File: config.mk
export PLATFORM = sky130hd
export DESIGN_NAME = fractional_knapsack_greedy_top
export DESIGN_NICKNAME = d
export VERILOG_FILES = /design/src/rtl/core/fkg_pkg.sv /design/src/rtl/core/fkg_ram.sv /design/src/rtl/core/fkg_div.sv /design/src/rtl/core/fractional_knapsack_greedy_top.sv
export SDC_FILE = /design/constraint.sdc
export NUM_CORES = 2
export LEC_CHECK = 0
export BUFFER_PORTS_ARGS = -buffer_cell sky130_fd_sc_hd__buf_2
export CAP_MARGIN = 20
export CORE_MARGIN = 1.5
export CORE_UTILIZATION = 45
export CTS_BUF_LIST = sky130_fd_sc_hd__clkbuf_4 sky130_fd_sc_hd__clkbuf_8
export DETAILED_ROUTE_END_ITERATION = 12
export PLACE_DENSITY_LB_ADDON = 0.12
export SLEW_MARGIN = 20
export SYNTH_ARGS = -nofsm -noshare
export SYNTH_HDL_FRONTEND = slang
export SYNTH_SLANG_ARGS = --single-unit
File: constraint.sdc
create_clock -name clk_i -period 9.8 [get_ports clk_i]
set_clock_uncertainty 0.05 [all_clocks]
set_input_delay 0.49 -clock clk_i [delete_from_list [all_inputs] [get_ports clk_i]]
set_output_delay 0.49 -clock clk_i [all_outputs]
set_load 0.02 [all_outputs]
File: src/rtl/core/fkg_pkg.sv
// Package for the fractional knapsack block: widths, constants, state codes.
// Used by fkg_div and the top level; depends on nothing.
`default_nettype none
package fkg_pkg;
  localparam int unsigned DefMaxItems = 64;
  localparam int unsigned ValW   = 16;
  localparam int unsigned CapW   = 24;
  localparam int unsigned TotW   = 38;
  localparam int unsigned FracW  = 16;
  localparam int unsigned EntW   = 32;  // {weight, value}
  localparam int unsigned DivW   = 56;  // value*remain << 16 fits in 56 bits

  typedef enum logic [3:0] {
    ST_IDLE, ST_SCAN_RD, ST_SCAN_CMP, ST_SHIFT_RD, ST_SHIFT_WR, ST_PUT,
    ST_FILL_RD, ST_FILL_CHK, ST_FRAC_MUL, ST_DIV, ST_OUT
  } state_e;
endpackage
`default_nettype wire

File: src/rtl/core/fkg_ram.sv
// Generic single-port synchronous RAM with registered read.
// No dependencies.
`default_nettype none
module fkg_ram #(
  parameter int unsigned Width = 32,
  parameter int unsigned Depth = 64
) (
  input  wire logic                     clk_i,
  input  wire logic                     we_i,
  input  wire logic [$clog2(Depth)-1:0] addr_i,
  input  wire logic [Width-1:0]         wdata_i,
  output logic      [Width-1:0]         rdata_o
);
  logic [Width-1:0] mem [Depth];

  // one access a cycle, read data registered
  always_ff @(posedge clk_i) begin
    if (we_i) begin
      mem[addr_i] <= wdata_i;
    end
    rdata_o <= mem[addr_i];
  end
endmodule
`default_nettype wire

File: src/rtl/core/fkg_div.sv
// Restoring divider, one quotient bit a cycle, for the fractional item.
// Depends on fkg_pkg.
`default_nettype none
module fkg_div import fkg_pkg::*; (
  input  wire logic            clk_i,
  input  wire logic            rst_ni,
  input  wire logic            start_i,
  input  wire logic [DivW-1:0] dividend_i,
  input  wire logic [ValW-1:0] divisor_i,
  output logic                 done_o,
  output logic [DivW-1:0]      quot_o
);
  localparam int unsigned CntW = $clog2(DivW + 1);
  logic [DivW-1:0] quot_q, quot_d;
  logic [ValW:0]   rem_q, rem_d;
  logic [ValW-1:0] dvs_q, dvs_d;
  logic [CntW-1:0] cnt_q, cnt_d;
  logic            busy_q, busy_d;
  logic [ValW:0]   trial;

  // shift one dividend bit into the remainder, subtract if it fits
  always_comb begin
    quot_d = quot_q;
    rem_d  = rem_q;
    dvs_d  = dvs_q;
    cnt_d  = cnt_q;
    busy_d = busy_q;
    trial  = {rem_q[ValW-1:0], quot_q[DivW-1]};
    if (start_i) begin
      quot_d = dividend_i;
      rem_d  = '0;
      dvs_d  = divisor_i;
      cnt_d  = CntW'(DivW);
      busy_d = 1'b1;
    end else if (busy_q) begin
      if (trial >= {1'b0, dvs_q}) begin
        rem_d  = trial - {1'b0, dvs_q};
        quot_d = {quot_q[DivW-2:0], 1'b1};
      end else begin
        rem_d  = trial;
        quot_d = {quot_q[DivW-2:0], 1'b0};
      end
      cnt_d = cnt_q - 1'b1;
      if (cnt_q == CntW'(1)) begin
        busy_d = 1'b0;
      end
    end
  end

  always_ff @(posedge clk_i or negedge rst_ni) begin
    if (!rst_ni) begin
      busy_q <= 1'b0;
      cnt_q  <= '0;
    end else begin
      busy_q <= busy_d;
      cnt_q  <= cnt_d;
    end
  end

  always_ff @(posedge clk_i) begin
    quot_q <= quot_d;
    rem_q  <= rem_d;
    dvs_q  <= dvs_d;
  end

  assign done_o = busy_q && (cnt_q == CntW'(1));
  assign quot_o = quot_d;
endmodule
`default_nettype wire

File: src/rtl/core/fractional_knapsack_greedy_top.sv
// Top level of the fractional knapsack block: sequencer around the item RAM.
// Depends on fkg_pkg, fkg_ram and fkg_div.
//
//  channel   dir  beat content
//  s_axis    in   tdata {weight[31:16], value[15:0]}, tlast = last item
//  cfg       in   cfg_data_i = capacity[23:0]
//  m_axis    out  tdata {pad, overflow[62], weight[61:38], total q16[37:0]}
//
// Insertion: each scanned entry takes a read and a compare state, and each shifted
// entry a read and a write state, all through the single RAM port. A last item
// then walks the store (a read and a check state per entry) and may run the
// restoring divider. Reset clears count, flag and capacity. The result
// sits in an output register; s_axis waits while it is unread.
`default_nettype none
module fractional_knapsack_greedy_top import fkg_pkg::*; #(
  parameter int unsigned MaxItems = DefMaxItems
) (
  input  wire logic        clk_i,
  input  wire logic        rst_ni,
  input  wire logic        s_axis_tvalid,
  output logic             s_axis_tready,
  input  wire logic [31:0] s_axis_tdata,   // value, weight
  input  wire logic        s_axis_tlast,   // last_item
  input  wire logic        cfg_valid_i,
  output logic             cfg_ready_o,
  input  wire logic [CapW-1:0] cfg_data_i, // capacity
  output logic             m_axis_tvalid,
  input  wire logic        m_axis_tready,
  output logic [63:0]      m_axis_tdata    // total_value_q16, taken_weight, overflow
);
  localparam int unsigned AW = $clog2(MaxItems);
  localparam int unsigned NW = $clog2(MaxItems + 1);
  // room for every whole item before the result saturates
  localparam int unsigned SumW = TotW + NW;
  localparam int unsigned PrW = ValW + CapW;

  state_e state_q, state_d;
  logic [CapW-1:0] cap_q;
  logic [NW-1:0] cnt_q, cnt_d, pos_q, pos_d, k_q, k_d;
  logic drop_q, drop_d, last_q, last_d;
  logic [ValW-1:0] v_q, v_d, w_q, w_d;
  logic [SumW-1:0] sum_q, sum_d;
  logic [CapW:0] used_q, used_d;
  logic [DivW-1:0] prod_q, prod_d;
  logic [TotW-1:0] res_tot_q;
  logic [CapW-1:0] res_w_q;
  logic res_ov_q, res_v_q;

  logic ram_we;
  logic [AW-1:0] ram_addr;
  logic [EntW-1:0] ram_wdata, ram_rdata;
  logic div_start, div_done;
  logic [DivW-1:0] div_q;
  logic [ValW-1:0] rd_v, rd_w;
  logic [2*ValW-1:0] lhs, rhs;
  logic [CapW:0] fit;
  logic [SumW-1:0] sum_add;
  logic [CapW-1:0] remain;
  logic [PrW-1:0] frac_prod;

  fkg_ram #(.Width(EntW), .Depth(1 << AW)) u_ram (
    .clk_i, .we_i(ram_we), .addr_i(ram_addr), .wdata_i(ram_wdata), .rdata_o(ram_rdata)
  );

  fkg_div u_div (
    .clk_i, .rst_ni, .start_i(div_start), .dividend_i(prod_q),
    .divisor_i(rd_w), .done_o(div_done), .quot_o(div_q)
  );

  assign rd_v = ram_rdata[ValW-1:0];
  assign rd_w = ram_rdata[EntW-1:ValW];
  assign lhs  = v_q * rd_w;
  assign rhs  = rd_v * w_q;
  assign fit  = used_q + {{(CapW-ValW+1){1'b0}}, rd_w};
  assign remain = cap_q - used_q[CapW-1:0];
  assign frac_prod = PrW'(rd_v) * PrW'(remain);

  assign s_axis_tready = (state_q == ST_IDLE) && !res_v_q;
  assign cfg_ready_o   = 1'b1;
  assign m_axis_tvalid = res_v_q;
  assign m_axis_tdata  = {1'b0, res_ov_q, res_w_q, res_tot_q};

  // sequencer: scan, shift, insert, then walk the store on the last item
  always_comb begin
    state_d = state_q; cnt_d = cnt_q; pos_d = pos_q; k_d = k_q;
    drop_d = drop_q; last_d = last_q; v_d = v_q; w_d = w_q;
    sum_d = sum_q; used_d = used_q; prod_d = prod_q;
    ram_we = 1'b0; ram_addr = pos_q[AW-1:0]; ram_wdata = {w_q, v_q};
    div_start = 1'b0; sum_add = '0;
    case (state_q)
      ST_IDLE: begin
        if (s_axis_tvalid && s_axis_tready) begin
          v_d = s_axis_tdata[ValW-1:0];
          w_d = s_axis_tdata[2*ValW-1:ValW];
          last_d = s_axis_tlast;
          pos_d = '0;
          if (cnt_q == NW'(MaxItems)) begin
            drop_d = 1'b1;
            state_d = s_axis_tlast ? ST_FILL_RD : ST_IDLE;
            k_d = '0; sum_d = '0; used_d = '0;
          end else begin
            state_d = ST_SCAN_RD;
          end
        end
      end
      ST_SCAN_RD: begin
        ram_addr = pos_q[AW-1:0];
        state_d = (pos_q == cnt_q) ? ST_PUT : ST_SCAN_CMP;
        k_d = cnt_q;
      end
      ST_SCAN_CMP: begin
        if (lhs > rhs) begin
          state_d = ST_SHIFT_RD;
        end else begin
          pos_d = pos_q + 1'b1;
          state_d = ST_SCAN_RD;
        end
      end
      ST_SHIFT_RD: begin
        if (k_q == pos_q) begin
          state_d = ST_PUT;
        end else begin
          ram_addr = AW'(k_q - 1'b1);
          state_d = ST_SHIFT_WR;
        end
      end
      ST_SHIFT_WR: begin
        ram_we = 1'b1; ram_addr = k_q[AW-1:0]; ram_wdata = ram_rdata;
        k_d = k_q - 1'b1;
        state_d = ST_SHIFT_RD;
      end
      ST_PUT: begin
        ram_we = 1'b1; ram_addr = pos_q[AW-1:0]; ram_wdata = {w_q, v_q};
        cnt_d = cnt_q + 1'b1;
        k_d = '0; sum_d = '0; used_d = '0;
        state_d = last_q ? ST_FILL_RD : ST_IDLE;
      end
      ST_FILL_RD: begin
        ram_addr = k_q[AW-1:0];
        state_d = (k_q == cnt_q) ? ST_OUT : ST_FILL_CHK;
      end
      ST_FILL_CHK: begin
        // keep the entry on the read port so the divider sees its weight
        ram_addr = k_q[AW-1:0];
        if (fit <= {1'b0, cap_q}) begin
          used_d = fit;
          sum_add = {{(SumW-ValW-FracW){1'b0}}, rd_v, {FracW{1'b0}}};
          sum_d = sum_q + sum_add;
          k_d = k_q + 1'b1;
          state_d = ST_FILL_RD;
        end else begin
          prod_d = {frac_prod, {FracW{1'b0}}};
          used_d = {1'b0, cap_q};
          state_d = ST_FRAC_MUL;
        end
      end
      ST_FRAC_MUL: begin
        div_start = 1'b1;
        state_d = ST_DIV;
      end
      ST_DIV: begin
        if (div_done) begin
          sum_d = sum_q + SumW'(div_q);
          state_d = ST_OUT;
        end
      end
      ST_OUT: begin
        cnt_d = '0; drop_d = 1'b0;
        state_d = ST_IDLE;
      end
      default: state_d = ST_IDLE;
    endcase
  end

  always_ff @(posedge clk_i or negedge rst_ni) begin
    if (!rst_ni) begin
      state_q <= ST_IDLE; cnt_q <= '0; drop_q <= 1'b0;
      cap_q <= '0; res_v_q <= 1'b0;
    end else begin
      state_q <= state_d; cnt_q <= cnt_d; drop_q <= drop_d;
      if (cfg_valid_i) begin
        cap_q <= cfg_data_i;
      end
      if (state_q == ST_OUT) begin
        res_v_q <= 1'b1;
      end else if (m_axis_tready) begin
        res_v_q <= 1'b0;
      end
    end
  end

  // payload and result registers
  always_ff @(posedge clk_i) begin
    pos_q <= pos_d; k_q <= k_d; last_q <= last_d; v_q <= v_d; w_q <= w_d;
    sum_q <= sum_d; used_q <= used_d; prod_q <= prod_d;
    if (state_q == ST_OUT) begin
      res_tot_q <= (|sum_q[SumW-1:TotW]) ? {TotW{1'b1}} : sum_q[TotW-1:0];
      res_w_q   <= used_q[CapW-1:0];
      res_ov_q  <= drop_q;
    end
  end

  a_cnt_max: assert property (@(posedge clk_i) disable iff (!rst_ni)
    cnt_q <= NW'(MaxItems)) else $error("item count above store depth");
  a_out_clear: assert property (@(posedge clk_i) disable iff (!rst_ni)
    state_q == ST_OUT |=> cnt_q == '0 && !drop_q) else $error("store not cleared");
  a_no_accept_busy: assert property (@(posedge clk_i) disable iff (!rst_ni)
    state_q != ST_IDLE |-> !s_axis_tready) else $error("accepted while busy");
endmodule
`default_nettype wire
==> summary.md <==
| Metric | Value |
|---|---|
| Global router's overall resource usage | `approximately 28%` |
| Worst-case clock buffer depth | `4` |
| Setup CP Type | `flop to flop` |
| Wire per inst | `29.0 microns` |
| CP max FO | `6` |
| Vias | `81600` |
| Final Instance Area | `about 0.14 sq mm` |
| RSZ-0062 raised after global routing | `no` |
| Sequential fraction of the synthesis area | `57.9%` |
| Max stage delay cell, worst path | `fa_1` |
| H-tree Lvls | `5` |
| Yosys cell types | `between 80 and 90` |
| Detailed Routing Iterations Pass 1 | `6` |
| Async set-or-reset flop fraction in the synthesized netlist | `between 1.5 and 2%` |
| CORE AREA | `0.274 sq mm` |
| RePlAce Congestion | `~0.9` |
| Setup crit end | `prod_q[55]` |
| Port Buf Inserts | `around 130` |
| Clock net sink count | `2432` |
| CTS tree | `yes` |
| Flip-flop and latch area | `0.0719 sq mm` |
| Initial antenna violation count | `48` |
| Worst-path clk slew | `0.06 ns` |
| Synth Area in XOR/XNOR | `1.72%` |
| RR Startpoint | `cap_q[0]` |
| First-pass GRT wire length | `roughly 570 mm` |
| Worst slack at placement | `0.160 ns` |
| Num CTS Buffers | `392` |
| Largest family of logic cells by synthesized area | `adder cells` |
| Multi-input gate area | `between 0.04 and 0.05 sq mm` |
| Crit path DAT | `10.02 ns` |
| Post-synthesis compound-gate area fraction | `11.2%` |
| Vias/cell | `5.94` |
| Tcrit/Tclk final | `95.0%` |
| Max_slew headroom | `between 15 and 20%` |
| Crit path largest cell delay | `around 0.55 ns` |
| Max Slew Vio Count | `0` |
| Status | `completed` |
| Most frequent CP cell | `fa_1` |
| Fillers | `23500` |
| I/O pins | `129` |
| Synthesis-to-layout area growth | `11.8%` |
| Starting Density | `between 40% and 50%` |
| Met1 Use GR | `39.6%` |
| Synth Cell Area | `0.124 sq mm` |
| Die Area | `0.279 sq mm` |
| R2R Setup Slk | `0.49 ns` |
| Final core occ | `50.7%` |
| Crit start category | `flop` |
| GR Util met2 | `43.2%` |
| Min setup slack post-route | `slightly below 0.5 ns` |
| DP HPWL | `250 mm` |
| Routed Antenna Nets | `0` |
| Adder-cell share of the synthesized area | `between 10% and 20%` |
| Max-cap violation count | `0` |
| CP Capture Type | `flop` |
| Post-synthesis register bit count | `2432` |
| Die W | `528 microns` |
| Clock latency on the worst-skew pair | `roughly 1.1 ns` |
| WL final | `approximately 400 mm` |
| Mux share of post-synthesis cell area | `less than 1%` |
| FMAX | `0.107 GHz` |
| Simple-Gate Fraction of Synth Area | `7.84%` |
| Leading cell type in the layout, fill and taps excluded | `edfxtp_1` |
| Die H | `528 microns` |
| Setup TNS | `0 ns` |
| Endpoints failing hold | `0` |
| Share of cells above drive strength 1 | `12.2%` |
| Syn avg cell area | `roughly 13 sq um` |
| Worst slew pin tran | `1.26 ns` |
| Tmin final | `9.31 ns` |
| Vias in the first global route | `81800` |
| Post-synth EDFFs | `2295` |
| Origin of the worst setup path | `cap_q[0]` |
| Grt ovf | `0` |
| Post-Synthesis Cells | `slightly above 9000` |
| Largest net degree at the start of global routing | `97` |
| Dpl cell area | `0.130 sq mm` |
| Cell Rows | `192` |
| FF-to-FF path depth | `37` |
| Met3 usage | `5.13%` |
| Yosys synthesis warning count | `0` |
| NumNets Final | `11000` |
| Worst r2r dst | `prod_q[55]` |
| Root Driver | `clkbuf_8` |
| Final setup viols | `0` |
| Grt peak-use layer | `met2` |
| Remaining DRCs | `0` |
| Main synth FF type | `edfxtp_1` |
| Worst hold path class | `primary input to asynchronous set/reset pin` |
| Most frequent cells in the layout | `2295 x edfxtp_1, 1001 x a22oi_1, 906 x inv_1` |
| 1st-iter DRT viols | `9038` |
| Crit path required time | `10.51 ns` |
==> worst min path at each step <==
stage | to | slack, ns
3_5_place_dp | res_w_q[22] | 0.42
5_1_grt | cap_q[0] | 0.11
3_3_place_gp | res_w_q[22] | 0.39
6_report | cap_q[0] | 0.1
2_1_floorplan | cap_q[0] | 0.14
4_1_cts | cap_q[17] | 0.0009
==> logic make-up (layout without fill, tap and decap cells) <==
| group | count (synthesis) | in the layout |
|---|---|---|
| flops | 2432 | 2432 |
| simple gates | 2023 | 2023 |
| mux | 81 | 81 |
| fa+ha+maj | 1197 | 1197 |
| compound gates | 1972 | 1972 |
| xor+xnor | 244 | 244 |
| other cells | 2 | 28 |
| buf+inv | 1401 | 2066 |
==> layout make-up <==
class,count,share of cell area (%)
antenna,25,0.0450
clock buffer,567,4.94
sequential,2432,51.8
clock inverter,128,0.617
tap,3686,3.32
timing repair buffer,462,2.55
inverter,909,2.46
multi-input combinational,5520,34.3
==> repair_timing <==
action                     CTS  global route
setup endpoints to repair    0             7
gates resized for setup      0             8
hold buffers                69             0
setup buffers                0             2
hold endpoints to repair   104             0
==> sequential cells by signal, summed over array words and instances, names as in the netlist, 24 cells and up <==
name / flops
res_w_q: 24
u_ram.mem: 2048
prod_q: 40
res_tot_q: 38
sum_q: 45
cap_q: 24
u_div.quot_q: 56
used_q: 25
u_ram.rdata_o: 32
==> metal layers <==
metal	vias up	share of wire, %
li1	34900	-
met1	42000	42
met2	3921	45
met3	663	9.3
met4	8	4.5
met5	-	0.010
==> cells in the mapped netlist (11+ instances only) <==
cell type	instances	area (sq um)
a221oi_1	22	193
a221o_1	12	120
inv_1	907	3400
a41oi_1	130	1140
o21a_1	28	210
nand2b_1	35	219
xor2_1	101	885
o211ai_1	15	113
or2_2	48	300
o21ai_0	149	746
a22o_1	18	158
and3_1	38	238
xnor2_1	143	1250
and2_1	350	2190
dfxtp_1	93	1860
o21bai_1	29	218
nor3_1	68	340
a21oi_1	302	1510
a21o_1	91	683
nor2_1	286	1070
nand2_1	837	3140
buf_1	17	63.8
nor2b_1	45	282
fa_1	699	14000
clkbuf_1	309	1160
or3_1	16	100
nand3_1	72	360
nand4_1	184	1150
mux2i_1	80	801
buf_2	159	796
edfxtp_1	2295	68900
dfrtp_1	44	1100
a31oi_1	35	219
a211oi_1	30	225
o22ai_1	26	163
ha_1	498	6230
a22oi_1	1001	7510
nor4_1	11	68.8
==> per-stage QoR <==
stage,hold WS [ns],std cells
after CTS,0.000876,13700
after floorplan,0.144,9353
after global routing,0.111,13700
after detailed placement,0.417,12900
final,0.0983,13700
after global placement,0.392,12900
==> critical path: cells and delay by family (launching register included) <==
kind | cells | cell delay [ns]
AND/OR/NAND/NOR | 6 | 0.69
XOR/XNOR | 2 | 0.28
flip-flops | 1 | 0.40
adder cells (fa/ha/maj) | 9 | 3.94
AO/OA/AOI/OAI | 14 | 3.15
buffers and inverters | 6 | 0.48
Power is left out: the tool's default activity adds up to more than one toggle a clock period on the data nets, which glitch-free logic cannot reach.
